**src/rtl/btc_pkg.sv**
```systemverilog
// ----------------------------------------------------------------------------
// btc_pkg: shared types and helpers for the transitive closure block
// Row widths, counter widths, the per-cell control word and the decode of
// the state_bits register into last row index and row mask.
// ----------------------------------------------------------------------------
package btc_pkg;

    localparam int MAX_STATES = 16;
    localparam int ROW_W      = MAX_STATES;
    localparam int IDX_W      = $clog2(MAX_STATES);
    localparam int SB_W       = 3;
    localparam int STATE_W    = 2;

    localparam logic [SB_W-1:0] SB_RESET = SB_W'(4);
    localparam logic [SB_W-1:0] SB_MAX   = SB_W'(IDX_W);

    // controller state codes
    localparam logic [STATE_W-1:0] ST_LOAD  = 2'd0;
    localparam logic [STATE_W-1:0] ST_CLOSE = 2'd1;
    localparam logic [STATE_W-1:0] ST_EMIT  = 2'd2;

    typedef logic [ROW_W-1:0] row_t;
    typedef logic [IDX_W-1:0] idx_t;

    // control word broadcast along the row of cells
    typedef struct packed {
        logic shift;   // every cell takes its neighbor's row
        logic close;   // apply the current pivot row
        logic load;    // tail cell takes the incoming word
        idx_t k;       // pivot column / incoming row number
    } cell_ctrl_t;

    // last active row index: N = 2^sb, sb of zero treated as one, N saturates
    function automatic idx_t last_index(input logic [SB_W-1:0] sb);
        logic [SB_W-1:0] s;
        idx_t            one;
        s   = sb;
        one = idx_t'(1);
        if (s == '0) begin
            s = SB_W'(1);
        end
        if (s >= SB_MAX) begin
            return '1;
        end
        return idx_t'((one << s) - one);
    endfunction

    // ones on every column up to and including the last active index
    function automatic row_t row_mask(input idx_t last);
        row_t m;
        for (int j = 0; j < ROW_W; j++) begin
            m[j] = (idx_t'(j) <= last);
        end
        return m;
    endfunction

endpackage

```
**src/rtl/btc_cell.sv**
```systemverilog
// ----------------------------------------------------------------------------
// btc_cell: one matrix row of the closure chain
// Holds a row, ORs in the broadcast pivot row when its own pivot column bit
// is set, and passes the updated row on to its neighbor on every shift.
// ----------------------------------------------------------------------------
module btc_cell
    import btc_pkg::*;
(
    input  logic       aclk,
    input  cell_ctrl_t ctrl,
    input  row_t       pivot_row,
    input  row_t       in_row,
    output row_t       raw_row,
    output row_t       upd_row
);

    row_t row_reg;

    // merge the pivot row when this row reaches the pivot state
    always_comb begin
        upd_row = row_reg;
        if (ctrl.close && row_reg[ctrl.k]) begin
            upd_row = row_reg | pivot_row;
        end
    end

    // advance the chain
    always_ff @(posedge aclk) begin
        if (ctrl.shift) begin
            row_reg <= in_row;
        end
    end

    assign raw_row = row_reg;

endmodule

```
**src/rtl/btc_ctrl.sv**
```systemverilog
// ----------------------------------------------------------------------------
// btc_ctrl: sequencer and output register of the closure block
// Steps through loading, one pivot per cycle, and emitting rows from the
// head of the chain into the result register.
// ----------------------------------------------------------------------------
module btc_ctrl
    import btc_pkg::*;
(
    input  logic       aclk,
    input  logic       aresetn,
    input  logic       s_valid,
    output logic       s_ready,
    input  logic       cfg_write,
    input  idx_t       last_idx,
    input  row_t       head_row,
    output cell_ctrl_t ctrl,
    output logic       m_valid,
    input  logic       m_ready,
    output row_t       m_closure_row,
    output idx_t       m_row_index,
    output logic       m_last_row
);

    logic [STATE_W-1:0] state_reg, state_next;
    idx_t               cnt_reg, cnt_next;
    logic               m_valid_reg, m_valid_next;
    row_t               out_row_reg;
    idx_t               out_idx_reg;
    logic               out_last_reg;
    logic               out_free;
    logic               out_load;
    logic               cnt_end;

    assign out_free = !m_valid_reg || m_ready;
    assign cnt_end  = (cnt_reg == last_idx);
    assign s_ready  = (state_reg == ST_LOAD);

    // decode state into chain control
    always_comb begin
        ctrl       = '0;
        ctrl.k     = cnt_reg;
        state_next = state_reg;
        cnt_next   = cnt_reg;
        out_load   = 1'b0;
        unique case (state_reg)
            ST_LOAD: begin
                if (s_valid) begin
                    ctrl.shift = 1'b1;
                    ctrl.load  = 1'b1;
                    cnt_next   = cnt_end ? '0 : cnt_reg + idx_t'(1);
                    if (cnt_end) begin
                        state_next = ST_CLOSE;
                    end
                end
            end
            ST_CLOSE: begin
                ctrl.shift = 1'b1;
                ctrl.close = 1'b1;
                cnt_next   = cnt_end ? '0 : cnt_reg + idx_t'(1);
                if (cnt_end) begin
                    state_next = ST_EMIT;
                end
            end
            ST_EMIT: begin
                if (out_free) begin
                    ctrl.shift = 1'b1;
                    out_load   = 1'b1;
                    cnt_next   = cnt_end ? '0 : cnt_reg + idx_t'(1);
                    if (cnt_end) begin
                        state_next = ST_LOAD;
                    end
                end
            end
            default: begin
                state_next = ST_LOAD;
                cnt_next   = '0;
            end
        endcase
        // drop any partial matrix on a register write
        if (cfg_write) begin
            state_next = ST_LOAD;
            cnt_next   = '0;
        end
    end

    // hold the result word until taken
    always_comb begin
        m_valid_next = m_valid_reg;
        if (out_load) begin
            m_valid_next = 1'b1;
        end else if (m_ready) begin
            m_valid_next = 1'b0;
        end
    end

    always_ff @(posedge aclk) begin
        if (!aresetn) begin
            state_reg   <= ST_LOAD;
            cnt_reg     <= '0;
            m_valid_reg <= 1'b0;
        end else begin
            state_reg   <= state_next;
            cnt_reg     <= cnt_next;
            m_valid_reg <= m_valid_next;
        end
    end

    always_ff @(posedge aclk) begin
        if (out_load) begin
            out_row_reg  <= head_row;
            out_idx_reg  <= cnt_reg;
            out_last_reg <= cnt_end;
        end
    end

    assign m_valid       = m_valid_reg;
    assign m_closure_row = out_row_reg;
    assign m_row_index   = out_idx_reg;
    assign m_last_row    = out_last_reg;

    // counter never runs past the active matrix size
    a_cnt_bound: assert property (@(posedge aclk) disable iff (!aresetn)
        cnt_reg <= last_idx)
        else $error("row counter beyond last active row");

    // final loaded word starts the closure
    a_load_to_close: assert property (@(posedge aclk) disable iff (!aresetn)
        (state_reg == ST_LOAD && s_valid && cnt_end && !cfg_write)
        |=> (state_reg == ST_CLOSE && cnt_reg == '0))
        else $error("closure did not start after last row");

    // final emitted word returns to loading
    a_emit_to_load: assert property (@(posedge aclk) disable iff (!aresetn)
        (state_reg == ST_EMIT && out_load && cnt_end && !cfg_write)
        |=> (state_reg == ST_LOAD && m_valid && m_last_row))
        else $error("last row not flagged at end of emit");

endmodule

```
**src/rtl/boolean_transitive_closure.sv**
```systemverilog
// N = 2^state_bits (2..16) words load one per cycle while s_valid is held;
// the closure follows, one pivot per cycle as the rows rotate through the
// chain, then N result words leave at up to one per cycle; the first result
// is registered from the head of the chain once the closure has ended.
// Reset (aresetn low, synchronous) clears the sequencer and the result valid
// and sets state_bits to 4; the row chain itself is not cleared.
// ----------------------------------------------------------------------------
// boolean_transitive_closure: Warshall closure over a chain of row cells
// Rows enter at the tail of a ring of cells, rotate once per pivot while the
// head row is broadcast as the pivot, and rotate out from the head.
// ----------------------------------------------------------------------------
module boolean_transitive_closure
    import btc_pkg::*;
(
    input  logic            aclk,
    input  logic            aresetn,
    input  logic            cfg_valid,
    output logic            cfg_ready,
    input  logic [SB_W-1:0] cfg_state_bits,
    input  logic            s_valid,
    output logic            s_ready,
    input  logic [15:0]     s_row_bits,
    output logic            m_valid,
    input  logic            m_ready,
    output logic [15:0]     m_closure_row,
    output logic [3:0]      m_row_index,
    output logic            m_last_row
);

    logic [SB_W-1:0] state_bits_reg;
    logic            cfg_write;
    idx_t            last_idx;
    row_t            mask;
    row_t            entry_row;
    cell_ctrl_t      ctrl;
    row_t            raw_rows [MAX_STATES];
    row_t            upd_rows [MAX_STATES];
    row_t            in_rows  [MAX_STATES];
    row_t            tail_row;

    assign cfg_ready = 1'b1;
    assign cfg_write = cfg_valid && cfg_ready;

    // hold the configured matrix size
    always_ff @(posedge aclk) begin
        if (!aresetn) begin
            state_bits_reg <= SB_RESET;
        end else if (cfg_write) begin
            state_bits_reg <= cfg_state_bits;
        end
    end

    assign last_idx = last_index(state_bits_reg);
    assign mask     = row_mask(last_idx);

    // mask the incoming word and set its diagonal bit
    assign entry_row = (s_row_bits & mask) | (row_t'(1) << ctrl.k);
    assign tail_row  = ctrl.load ? entry_row : upd_rows[0];

    // wire the ring: each cell takes its upper neighbor, the last active wraps
    for (genvar i = 0; i < MAX_STATES; i++) begin : g_chain
        if (i == MAX_STATES - 1) begin : g_top
            assign in_rows[i] = tail_row;
        end else begin : g_mid
            assign in_rows[i] = (idx_t'(i) == last_idx) ? tail_row : upd_rows[i+1];
        end
        btc_cell u_cell (
            .aclk      (aclk),
            .ctrl      (ctrl),
            .pivot_row (raw_rows[0]),
            .in_row    (in_rows[i]),
            .raw_row   (raw_rows[i]),
            .upd_row   (upd_rows[i])
        );
    end

    btc_ctrl u_ctrl (
        .aclk          (aclk),
        .aresetn       (aresetn),
        .s_valid       (s_valid),
        .s_ready       (s_ready),
        .cfg_write     (cfg_write),
        .last_idx      (last_idx),
        .head_row      (raw_rows[0]),
        .ctrl          (ctrl),
        .m_valid       (m_valid),
        .m_ready       (m_ready),
        .m_closure_row (m_closure_row),
        .m_row_index   (m_row_index),
        .m_last_row    (m_last_row)
    );

endmodule

```
**config.mk**
```make
export PLATFORM = sky130hd
export DESIGN_NAME = boolean_transitive_closure
export DESIGN_NICKNAME = d
export VERILOG_FILES = /design/src/rtl/btc_pkg.sv /design/src/rtl/btc_cell.sv /design/src/rtl/btc_ctrl.sv /design/src/rtl/boolean_transitive_closure.sv
export SDC_FILE = /design/constraint.sdc
export NUM_CORES = 1
export LEC_CHECK = 0
export BUFFER_PORTS_ARGS = -buffer_cell sky130_fd_sc_hd__clkbuf_2
export CAP_MARGIN = 25
export CORE_ASPECT_RATIO = 2
export CORE_MARGIN = 8
export CORE_UTILIZATION = 40
export CTS_BUF_LIST = sky130_fd_sc_hd__clkbuf_8
export DETAILED_ROUTE_END_ITERATION = 8
export PLACE_DENSITY = 0.59
export SETUP_SLACK_MARGIN = 0.2
export SLEW_MARGIN = 20
export SYNTH_ARGS = -nofsm -noshare
export SYNTH_HDL_FRONTEND = slang
export SYNTH_SLANG_ARGS = --single-unit
```
**constraint.sdc**
```tcl
create_clock -name aclk -period 13.15 [get_ports aclk]
set_clock_uncertainty 0.2 [all_clocks]
set_input_delay 3.2875 -clock aclk [delete_from_list [all_inputs] [get_ports aclk]]
set_output_delay 3.2875 -clock aclk [all_outputs]
set_load 0.02 [all_outputs]
```
==> reports/qor.csv <==
stage;metric;value;unit
die;Die Span Y;281.0;um
timing;Max Slew Vio Count;0;
cts;CTS tree;built;
cells_and_area;Final Core Density;0.4401;
drt;residual DRC count;0;
drt;drt pass-1 iters;6;
timing;crit path time final;5.765;ns
yosys;Synth cell types;49;
job;max-cap violations;0;
die;# rows;97;
global_route;vias in the first global route;9563;
yosys;Avg Cell Area, Syn;14.63;sq um
critical_path;Crit Path Max Fanout;184;
cts;H-tree depth;2;
drt;WL final;38840;um
cells_and_area;share of layout cells above drive strength 1;0.2109;
status;outcome;finished, final reports clean;
drt;number of DRC markers in iteration 0;876;
timing;Max Freq;173.5;MHz
die;# IOs;48;
yosys;flops & latches, synth;287;
critical_path;Req. time, crit path;13.10;ns
global_route;total overflow reported by the global router;0;
cells_and_area;Layout Nets;1007;
drt;post-route ant nets;0;
yosys;sequential-to-total area share from yosys stat;0.6063;
cts;clock sinks;287;
cts;Hold-fix buffers, CTS;0;
worst_hold_path;hold depth;2;
timing;relative slew slack;0.2150;
yosys;Yosys warnings;0;
timing;RSZ-0062 raised after global routing;false;
power;VDD IR max;75.70;uV
cells_and_area;fin area;15330;sq um
yosys;Top FF cell, synth;edfxtp_1;
power;P_leak;4.897;nW
die;die area;41740;sq um
timing;final worst-path cycle share;0.4384;
cts;PostCTS Resize Cnt;0;
drt;vias per inst;6.178;
cts;Worst-path clk slew;0.06;ns
cells_and_area;multi-input logic area;5049;sq um
die;Core ar.;34830;sq um
placement;Placed Area;14530;sq um
yosys;Post-synth ARST share;0;
yosys;synthesized instance count;960;
placement;GPL Wtd Cong;0.8360;
cells_and_area;register area;8528;sq um
yosys;Post-synth EDFFs;277;
critical_path;critical path arrival;5.72;ns
timing;TNS Setup;0;ns
yosys;Post-Syn Area;14050;sq um
global_route;largest net degree at the start of global routing;185;
critical_path;Crit Path Class;in -> reg;
placement;DP HPWL;26090;um
die;Die Width;148.5;um
cts;clock root buffer;clkbuf_8;
drt;via count;8964;
cts;Clk Latency, worst-skew pair;0.55;ns
timing;final setup fails;0;
placement;# port buffers;46;
cells_and_area;max reg flops;256;
drt;DR WL/cell;26.77;um
critical_path;R2R cell count;6;
global_route;GRT Util Overall;0.1861;
timing;Slew @ Worst Pin;1.178;ns
cts;Post-CTS Setup Bufs;0;
worst_hold_path;hold crit path type;reg -> reg;
placement;DP Worst Slack;6.895;ns
cts;CTS max path bufs;3;
cts;Inserted Clock Buffers;40;
cells_and_area;Syn-to-layout area delta;9.129;%
global_route;initial antenna violation count;1;
timing;final-report hold violation count;0;
cells_and_area;FILL cells;3109;
power;P per Cell Area;131.1;nW/um^2
critical_path;Crit. End Element;register;
timing;Final WS setup;7.385;ns
global_route;global-route wire length before repair;58610;um
die;initial core utilization;0.4033;
critical_path;crit start category;input pin;
==> cell type report <==
type                       instances  area share
clock inverter                    30     0.01347
timing repair buffer              58     0.02301
multi-input combinational        570      0.3293
clock buffer                      41     0.03681
antenna                            1   0.0001632
tap                              445     0.03632
inverter                          19    0.004652
sequential                       287      0.5563
==> cell usage in the layout (no fill, tap or decap), types with 7 or more instances in the layout <==
master,n
edfxtp_1,277
o21bai_1,177
a21oi_1,76
a311oi_1,63
mux4_2,59
clkbuf_2,46
clkbuf_8,41
nand2_1,38
inv_1,30
nor2_1,27
mux2i_1,17
mux2_2,12
a21oi_4,11
nor2b_1,10
buf_4,10
clkinv_1,8
nand2b_1,7
nand3_1,7
ha_1,7
==> logic make-up (layout without fill, tap and decap cells) <==
group / count (synthesis) / count (layout) / synth area share
buffers and inverters: 104 / 148 / 0.03705
muxes: 89 / 89 / 0.1182
AOI/OAI and AO/OA: 359 / 359 / 0.1922
and+or+nand+nor: 110 / 110 / 0.03785
DFF: 287 / 287 / 0.6063
other: 1 / 3 / 0.0002669
adders and majority gates: 7 / 7 / 0.006234
xor gates and xnor gates: 3 / 3 / 0.001871
==> metal layers <==
layer  GRT usage  vias up  wire length [um]
met3     0.01806      130              1492
met2      0.3462      341             21470
met5           0        -                 0
li1            -     3894                 -
met4      0.1420        0              2847
met1      0.1858     4599             13030
==> final timing paths <==
check | startpoint | endpoint | slack [ns]
worst min-delay path | state_bits_reg[0] | state_bits_reg[0] | 0.33
worst min register to register | state_bits_reg[0] | state_bits_reg[0] | 0.33
worst max-delay path | m_ready | g_chain[4].u_cell.raw_row[8] | 7.38
worst max register to register | u_ctrl.cnt_reg[0] | g_chain[1].u_cell.raw_row[5] | 9.19
==> critical path, stage by stage <==
cell,delay (ns)
clkbuf_2,0.08
nor2b_1,0.05
nor2_2,0.10
buf_4,0.33
or3_4,0.85
buf_12,0.64
==> synthesized netlist by cell type (3+ instances only) <==
cell type / instances / area, sq um
edfxtp_1: 277 / 8318
o21bai_1: 177 / 1329
a21oi_1: 76 / 380.4
a311oi_1: 63 / 551.8
mux4_2: 59 / 1329
clkbuf_1: 53 / 198.9
nand2_1: 38 / 142.6
nor2_1: 30 / 112.6
inv_1: 19 / 71.32
mux2i_1: 17 / 170.2
buf_4: 12 / 90.09
mux2_2: 12 / 135.1
a21oi_4: 11 / 178.9
nor2b_1: 11 / 68.82
buf_2: 10 / 50.05
dfxtp_1: 10 / 200.2
ha_1: 7 / 87.58
nand2b_1: 7 / 43.79
nand3_1: 7 / 35.03
a22oi_1: 6 / 45.04
a31oi_1: 6 / 37.54
buf_6: 6 / 67.56
nor3_1: 5 / 25.02
o21ai_0: 4 / 20.02
a32oi_1: 3 / 26.28
nand3_2: 3 / 30.03
or3_1: 3 / 18.77
==> per-stage QoR <==
step                      hold WS, ns  instances  total power, mW
after floorplan                0.2029        961            1.265
after global placement         0.3039       1378            1.327
after detailed placement       0.3164       1378            1.331
after CTS                      0.3327       1449            2.032
after global routing           0.3360       1451            2.079
final                          0.3316       1451            2.011
==> power breakdown <==
part | switching, mW | internal [mW]
sequential | 0.0405 | 1.07
clock | 0.348 | 0.351
combinational | 0.124 | 0.0780
total | 0.513 | 1.50
Power figures use the tool's default switching activity.
